### config.mk
export PLATFORM = sky130hd
export DESIGN_NAME = shb_front
export DESIGN_NICKNAME = d
export VERILOG_FILES = /design/src/shb_pkg.sv /design/src/shb_front.sv
export SDC_FILE = /design/constraint.sdc
export NUM_CORES = 1
export LEC_CHECK = 0
export ABC_AREA = 1
export BUFFER_PORTS_ARGS = -buffer_cell sky130_fd_sc_hd__buf_2
export CORE_ASPECT_RATIO = 0.7
export CORE_MARGIN = 10
export CORE_UTILIZATION = 25
export DETAILED_ROUTE_END_ITERATION = 10
export PLACE_DENSITY = 0.57
export SETUP_SLACK_MARGIN = 0.5
export SLEW_MARGIN = 30
export SYNTH_ARGS = -nofsm -noshare
export SYNTH_HDL_FRONTEND = slang
export SYNTH_SLANG_ARGS = --single-unit
### constraint.sdc
create_clock -name clk -period 21.3 [get_ports clk]
set_input_delay 0 -clock clk [delete_from_list [all_inputs] [get_ports clk]]
set_output_delay 0 -clock clk [all_outputs]
set_load 0.005 [all_outputs]
### src/shb_pkg.sv
// Package: Streebog tables, round constants and the LPS transform function.
`timescale 1ns / 1ps
`default_nettype none
package shb_pkg;

    typedef logic [511:0] blk_t;

    typedef struct packed {
        blk_t       msg;
        logic       fin;
        logic [5:0] tail;
    } job_t;

    localparam int unsigned Rounds = 12;

    typedef logic [7:0] sbox_arr_t [256];
    localparam sbox_arr_t SBOX = '{
        8'd252,8'd238,8'd221,8'd17,8'd207,8'd110,8'd49,8'd22,
        8'd251,8'd196,8'd250,8'd218,8'd35,8'd197,8'd4,8'd77,
        8'd233,8'd119,8'd240,8'd219,8'd147,8'd46,8'd153,8'd186,
        8'd23,8'd54,8'd241,8'd187,8'd20,8'd205,8'd95,8'd193,
        8'd249,8'd24,8'd101,8'd90,8'd226,8'd92,8'd239,8'd33,
        8'd129,8'd28,8'd60,8'd66,8'd139,8'd1,8'd142,8'd79,
        8'd5,8'd132,8'd2,8'd174,8'd227,8'd106,8'd143,8'd160,
        8'd6,8'd11,8'd237,8'd152,8'd127,8'd212,8'd211,8'd31,
        8'd235,8'd52,8'd44,8'd81,8'd234,8'd200,8'd72,8'd171,
        8'd242,8'd42,8'd104,8'd162,8'd253,8'd58,8'd206,8'd204,
        8'd181,8'd112,8'd14,8'd86,8'd8,8'd12,8'd118,8'd18,
        8'd191,8'd114,8'd19,8'd71,8'd156,8'd183,8'd93,8'd135,
        8'd21,8'd161,8'd150,8'd41,8'd16,8'd123,8'd154,8'd199,
        8'd243,8'd145,8'd120,8'd111,8'd157,8'd158,8'd178,8'd177,
        8'd50,8'd117,8'd25,8'd61,8'd255,8'd53,8'd138,8'd126,
        8'd109,8'd84,8'd198,8'd128,8'd195,8'd189,8'd13,8'd87,
        8'd223,8'd245,8'd36,8'd169,8'd62,8'd168,8'd67,8'd201,
        8'd215,8'd121,8'd214,8'd246,8'd124,8'd34,8'd185,8'd3,
        8'd224,8'd15,8'd236,8'd222,8'd122,8'd148,8'd176,8'd188,
        8'd220,8'd232,8'd40,8'd80,8'd78,8'd51,8'd10,8'd74,
        8'd167,8'd151,8'd96,8'd115,8'd30,8'd0,8'd98,8'd68,
        8'd26,8'd184,8'd56,8'd130,8'd100,8'd159,8'd38,8'd65,
        8'd173,8'd69,8'd70,8'd146,8'd39,8'd94,8'd85,8'd47,
        8'd140,8'd163,8'd165,8'd125,8'd105,8'd213,8'd149,8'd59,
        8'd7,8'd88,8'd179,8'd64,8'd134,8'd172,8'd29,8'd247,
        8'd48,8'd55,8'd107,8'd228,8'd136,8'd217,8'd231,8'd137,
        8'd225,8'd27,8'd131,8'd73,8'd76,8'd63,8'd248,8'd254,
        8'd141,8'd83,8'd170,8'd144,8'd202,8'd216,8'd133,8'd97,
        8'd32,8'd113,8'd103,8'd164,8'd45,8'd43,8'd9,8'd91,
        8'd203,8'd155,8'd37,8'd208,8'd190,8'd229,8'd108,8'd82,
        8'd89,8'd166,8'd116,8'd210,8'd230,8'd244,8'd180,8'd192,
        8'd209,8'd102,8'd175,8'd194,8'd57,8'd75,8'd99,8'd182
    };

    typedef logic [63:0] lin_arr_t [64];
    localparam lin_arr_t LIN = '{
        64'h8e20faa72ba0b470,64'h47107ddd9b505a38,64'had08b0e0c3282d1c,64'hd8045870ef14980e,
        64'h6c022c38f90a4c07,64'h3601161cf205268d,64'h1b8e0b0e798c13c8,64'h83478b07b2468764,
        64'ha011d380818e8f40,64'h5086e740ce47c920,64'h2843fd2067adea10,64'h14aff010bdd87508,
        64'h0ad97808d06cb404,64'h05e23c0468365a02,64'h8c711e02341b2d01,64'h46b60f011a83988e,
        64'h90dab52a387ae76f,64'h486dd4151c3dfdb9,64'h24b86a840e90f0d2,64'h125c354207487869,
        64'h092e94218d243cba,64'h8a174a9ec8121e5d,64'h4585254f64090fa0,64'haccc9ca9328a8950,
        64'h9d4df05d5f661451,64'hc0a878a0a1330aa6,64'h60543c50de970553,64'h302a1e286fc58ca7,
        64'h18150f14b9ec46dd,64'h0c84890ad27623e0,64'h0642ca05693b9f70,64'h0321658cba93c138,
        64'h86275df09ce8aaa8,64'h439da0784e745554,64'hafc0503c273aa42a,64'hd960281e9d1d5215,
        64'he230140fc0802984,64'h71180a8960409a42,64'hb60c05ca30204d21,64'h5b068c651810a89e,
        64'h456c34887a3805b9,64'hac361a443d1c8cd2,64'h561b0d22900e4669,64'h2b838811480723ba,
        64'h9bcf4486248d9f5d,64'hc3e9224312c8c1a0,64'heffa11af0964ee50,64'hf97d86d98a327728,
        64'he4fa2054a80b329c,64'h727d102a548b194e,64'h39b008152acb8227,64'h9258048415eb419d,
        64'h492c024284fbaec0,64'haa16012142f35760,64'h550b8e9e21f7a530,64'ha48b474f9ef5dc18,
        64'h70a6a56e2440598e,64'h3853dc371220a247,64'h1ca76e95091051ad,64'h0edd37c48a08a6d8,
        64'h07e095624504536c,64'h8d70c431ac02a736,64'hc83862965601dd1b,64'h641c314b2b8ee083
    };

    typedef blk_t rc_arr_t [12];
    localparam rc_arr_t RC = '{
        {64'hb1085bda1ecadae9,64'hebcb2f81c0657c1f,64'h2f6a76432e45d016,64'h714eb88d7585c4fc,
         64'h4b7ce09192676901,64'ha2422a08a460d315,64'h05767436cc744d23,64'hdd806559f2a64507},
        {64'h6fa3b58aa99d2f1a,64'h4fe39d460f70b5d7,64'hf3feea720a232b98,64'h61d55e0f16b50131,
         64'h9ab5176b12d69958,64'h5cb561c2db0aa7ca,64'h55dda21bd7cbcd56,64'he679047021b19bb7},
        {64'hf574dcac2bce2fc7,64'h0a39fc286a3d8435,64'h06f15e5f529c1f8b,64'hf2ea7514b1297b7b,
         64'hd3e20fe490359eb1,64'hc1c93a376062db09,64'hc2b6f443867adb31,64'h991e96f50aba0ab2},
        {64'hef1fdfb3e81566d2,64'hf948e1a05d71e4dd,64'h488e857e335c3c7d,64'h9d721cad685e353f,
         64'ha9d72c82ed03d675,64'hd8b71333935203be,64'h3453eaa193e837f1,64'h220cbebc84e3d12e},
        {64'h4bea6bacad474799,64'h9a3f410c6ca92363,64'h7f151c1f1686104a,64'h359e35d7800fffbd,
         64'hbfcd1747253af5a3,64'hdfff00b723271a16,64'h7a56a27ea9ea63f5,64'h601758fd7c6cfe57},
        {64'hae4faeae1d3ad3d9,64'h6fa4c33b7a3039c0,64'h2d66c4f95142a46c,64'h187f9ab49af08ec6,
         64'hcffaa6b71c9ab7b4,64'h0af21f66c2bec6b6,64'hbf71c57236904f35,64'hfa68407a46647d6e},
        {64'hf4c70e16eeaac5ec,64'h51ac86febf240954,64'h399ec6c7e6bf87c9,64'hd3473e33197a93c9,
         64'h0992abc52d822c37,64'h06476983284a0504,64'h3517454ca23c4af3,64'h8886564d3a14d493},
        {64'h9b1f5b424d93c9a7,64'h03e7aa020c6e4141,64'h4eb7f8719c36de1e,64'h89b4443b4ddbc49a,
         64'hf4892bcb929b0690,64'h69d18d2bd1a5c42f,64'h36acc2355951a8d9,64'ha47f0dd4bf02e71e},
        {64'h378f5a541631229b,64'h944c9ad8ec165fde,64'h3a7d3a1b25894224,64'h3cd955b7e00d0984,
         64'h800a440bdbb2ceb1,64'h7b2b8a9aa6079c54,64'h0e38dc92cb1f2a60,64'h7261445183235adb},
        {64'habbedea680056f52,64'h382ae548b2e4f3f3,64'h8941e71cff8a78db,64'h1fffe18a1b336103,
         64'h9fe76702af69334b,64'h7a1e6c303b7652f4,64'h3698fad1153bb6c3,64'h74b4c7fb98459ced},
        {64'h7bcd9ed0efc889fb,64'h3002c6cd635afe94,64'hd8fa6bbbebab0761,64'h2001802114846679,
         64'h8a1d71efea48b9ca,64'hefbacd1d7d476e98,64'hdea2594ac06fd85d,64'h6bcaa4cd81f32d1b},
        {64'h378ee767f11631ba,64'hd21380b00449b17a,64'hcda43c32bcdf1d77,64'hf82012d430219f9b,
         64'h5d80ef9d1891cc86,64'he71da4aa88e12852,64'hfaf417d5d9b21b99,64'h48bc924af11bd720}
    };

    // word 0 sits in bits 511:448
    function automatic blk_t lps(input blk_t w);
        blk_t       t;
        blk_t       o;
        logic [7:0] b;
        logic [63:0] c;
        for (int j = 0; j < 8; j++)
            for (int k = 0; k < 8; k++)
                t[511 - 64*j - 8*k -: 8] = SBOX[w[511 - 64*j - 8*k -: 8]];
        for (int i = 0; i < 8; i++)
        begin
            c = '0;
            for (int j = 0; j < 8; j++)
            begin
                b = t[511 - 64*j - 8*i -: 8];
                for (int k = 0; k < 8; k++)
                    if (b[7-k])
                        c = c ^ LIN[j*8 + k];
            end
            o[511 - 64*i -: 64] = c;
        end
        return o;
    endfunction

endpackage
`default_nettype wire

### src/shb_front.sv
// Front end: input transaction capture into a two-entry job queue.
`timescale 1ns / 1ps
`default_nettype none
module shb_front (
    input  wire logic          clk,
    input  wire logic          rst_n,
    input  wire logic          push,
    output logic               full,
    input  wire shb_pkg::job_t job_in,
    output logic               job_valid,
    input  wire logic          job_take,
    output shb_pkg::job_t      job_out
);
    shb_pkg::job_t q_reg [2];
    logic          wp_reg, wp_next, rp_reg, rp_next;
    logic [1:0]    cnt_reg, cnt_next;
    logic          do_push, do_pop;

    assign full      = cnt_reg[1];
    assign job_valid = (cnt_reg != 2'd0);
    assign job_out   = q_reg[rp_reg];
    assign do_push   = push && !full;
    assign do_pop    = job_take && job_valid;

    always_comb
    begin
        wp_next  = wp_reg ^ do_push;
        rp_next  = rp_reg ^ do_pop;
        cnt_next = cnt_reg + {1'b0, do_push} - {1'b0, do_pop};
    end

    always_ff @(posedge clk or negedge rst_n)
    begin
        if (!rst_n)
        begin
            wp_reg  <= 1'b0;
            rp_reg  <= 1'b0;
            cnt_reg <= 2'd0;
        end
        else
        begin
            wp_reg  <= wp_next;
            rp_reg  <= rp_next;
            cnt_reg <= cnt_next;
        end
    end

    always_ff @(posedge clk)
    begin
        if (do_push)
            q_reg[wp_reg] <= job_in;
    end

`ifndef SYNTH
    a_cnt_max: assert property (@(posedge clk) disable iff (!rst_n) cnt_reg != 2'd3)
        else $error("job queue count overflow");
    a_no_over: assert property (@(posedge clk) disable iff (!rst_n)
        full && !do_pop |=> full)
        else $error("queue left full state without a pop");
    a_pop_cnt: assert property (@(posedge clk) disable iff (!rst_n)
        do_pop && !do_push |=> cnt_reg == $past(cnt_reg) - 2'd1)
        else $error("pop did not decrement count");
`endif
endmodule
`default_nettype wire

==> impl_metrics.env <==
export IMPL_worstPathCellList="buf_4, buf_4, buf_4, nand2_1, nand2_1, buf_2"
export IMPL_clkLatencyLatePin_ps=700
export IMPL_drt_iter0_drc=1842
export IMPL_cpPeakStageDelay_ps=900
export IMPL_antenna_found_initial=15
export IMPL_ir_worst_vdd_uv=120.0
export IMPL_io_buffers=1043
export IMPL_initial_core_util=0.2513
export IMPL_area_delta_synth_final_pct=52.28
export IMPL_core_area_um2=152700
export IMPL_r2r_cells=7
export IMPL_slowest_stage="dfrtp_4"
export IMPL_design_area_um2=58440
export IMPL_layout_common_cells="nand2_1, buf_2, edfxtp_1, dlygate4sd3_1, clkbuf_16"
export IMPL_io_pins=1044
export IMPL_finalMaxSlewViolations=0
export IMPL_setup_viol=0
export IMPL_yosysSeqAreaShare=0.8148
export IMPL_status="finished, final reports clean"
export IMPL_drtPass1Iterations=5
export IMPL_fin_util=0.3827
export IMPL_leakagePower_nw=24.38
export IMPL_fin_crit_sh=0.2154
export IMPL_synth_area_top_cells="edfxtp_1, nand2_1, buf_6, buf_4, buf_8"
export IMPL_yosysTopAreaCell="edfxtp_1"
export IMPL_root_buffer="clkbuf_16"
export IMPL_grt_use_total=0.1371
export IMPL_routabilityCongestion=0.8161
export IMPL_critPathRequiredTime_ps=21300
export IMPL_cts_tree="yes"
export IMPL_netlist_area_um2=38380
export IMPL_arrival_ps=4590
export IMPL_drc=0
export IMPL_place_ws_ps=16730
export IMPL_fp_row_count=120
export IMPL_die_area_um2=169800
export IMPL_cpMostUsedCell="buf_4"
export IMPL_grt_pass1_vias=28907
export IMPL_wirelength_um=124600
export IMPL_crit_path_start="rp_reg"
export IMPL_grt_ovfl_total=0
export IMPL_critPathMaxFanout=75
export IMPL_placed_area_um2=45290
export IMPL_netlist_instances=2735
export IMPL_drtAntennaViolNets=0
export IMPL_clock_fmax_mhz=218.0
export IMPL_worstHoldEndpoint="q_reg[1][263]"
export IMPL_layout_drive_gt1_share=0.2532
export IMPL_cts_made_buffers=102
export IMPL_max_slew_margin=0.3458
export IMPL_avgSynthCellArea_um2=14.03
export IMPL_cap_violations=0
export IMPL_power_density_nw_per_um2=116.4
export IMPL_die_w_um=488.3
export IMPL_htree_levels=3
export IMPL_synth_top_area_frac=0.8122
export IMPL_critPathCaptureType="output port"
export IMPL_clock_skew_ps=24.38
export IMPL_cts_reportedPaths_clkPinSlew_ps=60
export IMPL_cts_path_max_buffers=3
export IMPL_syn_nets=3260
export IMPL_drt_vias_per_instance=4.070
export IMPL_start_kind="flop"
export IMPL_tightest_slew_ps=981.4
export IMPL_wl_per_cell_um=18.08
export IMPL_hp_class="input pin to flop"
export IMPL_whs_path_depth=2
export IMPL_worst_r2r_endpoint="q_reg[0][273]"
export IMPL_grt_setup_unrepaired="false"
export IMPL_ys_ff_latch=1042
export IMPL_fin_crit_ps=4587
export IMPL_nFillCells=14271
export IMPL_hold_viol=0
export IMPL_setup_tns_ps=0
export IMPL_rrSetupSlack_ps=17100
export IMPL_mostFrequentLayoutCell="nand2_1"
export IMPL_r2r_start="cnt_reg[1]"
export IMPL_vias=28053
export IMPL_dp_hpwl_um=80810
export IMPL_largest_reg_flops=1038
export IMPL_ys_warnings_count=0
export IMPL_cts_setup_buffers=0
export IMPL_yosys_cell_types_count=18
export IMPL_grt_pass1_wl_um=179900
export IMPL_hold_path_startpoint="job_in[263]"
export IMPL_cts_sinks=1042
export IMPL_dieHeight_um=347.8
export IMPL_setup_ws_ps=16710
export IMPL_nets=5303
export IMPL_crit_type="flop to output port"
export IMPL_grt_max_degree=228
==> synthesized netlist by cell type <==
cell type,number
ha_1,2
buf_12,1
nand2_2,10
nand2_1,1552
dfrtp_1,4
o21ai_1,1
buf_6,51
inv_8,1
buf_2,10
buf_4,43
xor2_1,2
buf_8,10
inv_1,6
edfxtp_1,1038
nand3_1,1
nand4_1,1
nor2_1,1
or2_2,1
==> area by class of cell <==
type                    instances  area, um^2  area share
multi-input cells            1571        5977      0.1023
well taps                    2013        2519     0.04310
repair buffers               2054       15360      0.2628
clock buffers                 119        2638     0.04513
flip-flops and latches       1042       31270      0.5351
inverters                       7       52.55   0.0008992
clock inverters                69       583.1    0.009977
diodes                         17       42.54   0.0007279
==> cells by family (layout without fill, tap and decap cells) <==
kind of cell    after synthesis  count (layout)  synth area share
buf+inv                     122            2249           0.02999
simple gates               1566            1566            0.1540
other cells                   0              17                 0
xor+xnor                      2               2         0.0004565
fa+ha+maj                     2               2         0.0006519
compound gates                1               1         0.0001303
flops                      1042            1042            0.8148
==> metal layers <==
layer | wire length (um) | track usage | part of all wire
met3 | 8973 | 0.03949 | 0.072
met2 | 63780 | 0.2435 | 0.51
met5 | 21 | 0 | 0.00017
met4 | 5284 | 0.05776 | 0.042
met1 | 46560 | 0.1530 | 0.37
==> repair_timing <==
item	in CTS	in global routing
gates resized for setup	0	0
hold buffers	983	0
endpoints found under the hold margin	1075	0
==> critical path: cells and delay by family (launching register included) <==
family / cells / cell delay, ps
buf+inv: 4 / 2430
flops: 1 / 900
simple gates: 2 / 340
==> through the flow <==
step / power (W) / cells / hold slack [ps]
after floorplan: 0.004213 / 2735 / -295.6
after global placement: 0.004938 / 5701 / -172.8
after detailed placement: 0.004961 / 5703 / -168.7
after CTS: 0.006889 / 6874 / 0.2728
after global routing: 0.007191 / 6888 / 11.85
final: 0.006804 / 6892 / 76.92
==> power breakdown <==
group,leakage [nW],total (W),internal (W),switching (W)
registers,9.64,0.00284,0.00274,0.000104
clock network,1.59,0.00176,0.000975,0.000789
logic,13.1,0.00220,0.000757,0.00144
total,24.4,0.00680,0.00447,0.00233
==> how the worst max path moves through the flow <==
stage | to | slack [ps] | cells past startpoint
3_3_place_gp | q_reg[0][254] | 16720 | 7
5_1_grt | job_out[309] | 16370 | 6
4_1_cts | job_out[309] | 16600 | 6
2_1_floorplan | q_reg[1][0] | 6670 | 3
3_5_place_dp | q_reg[0][256] | 16730 | 7
6_report | job_out[309] | 16710 | 6
Power figures use the tool's default switching activity.
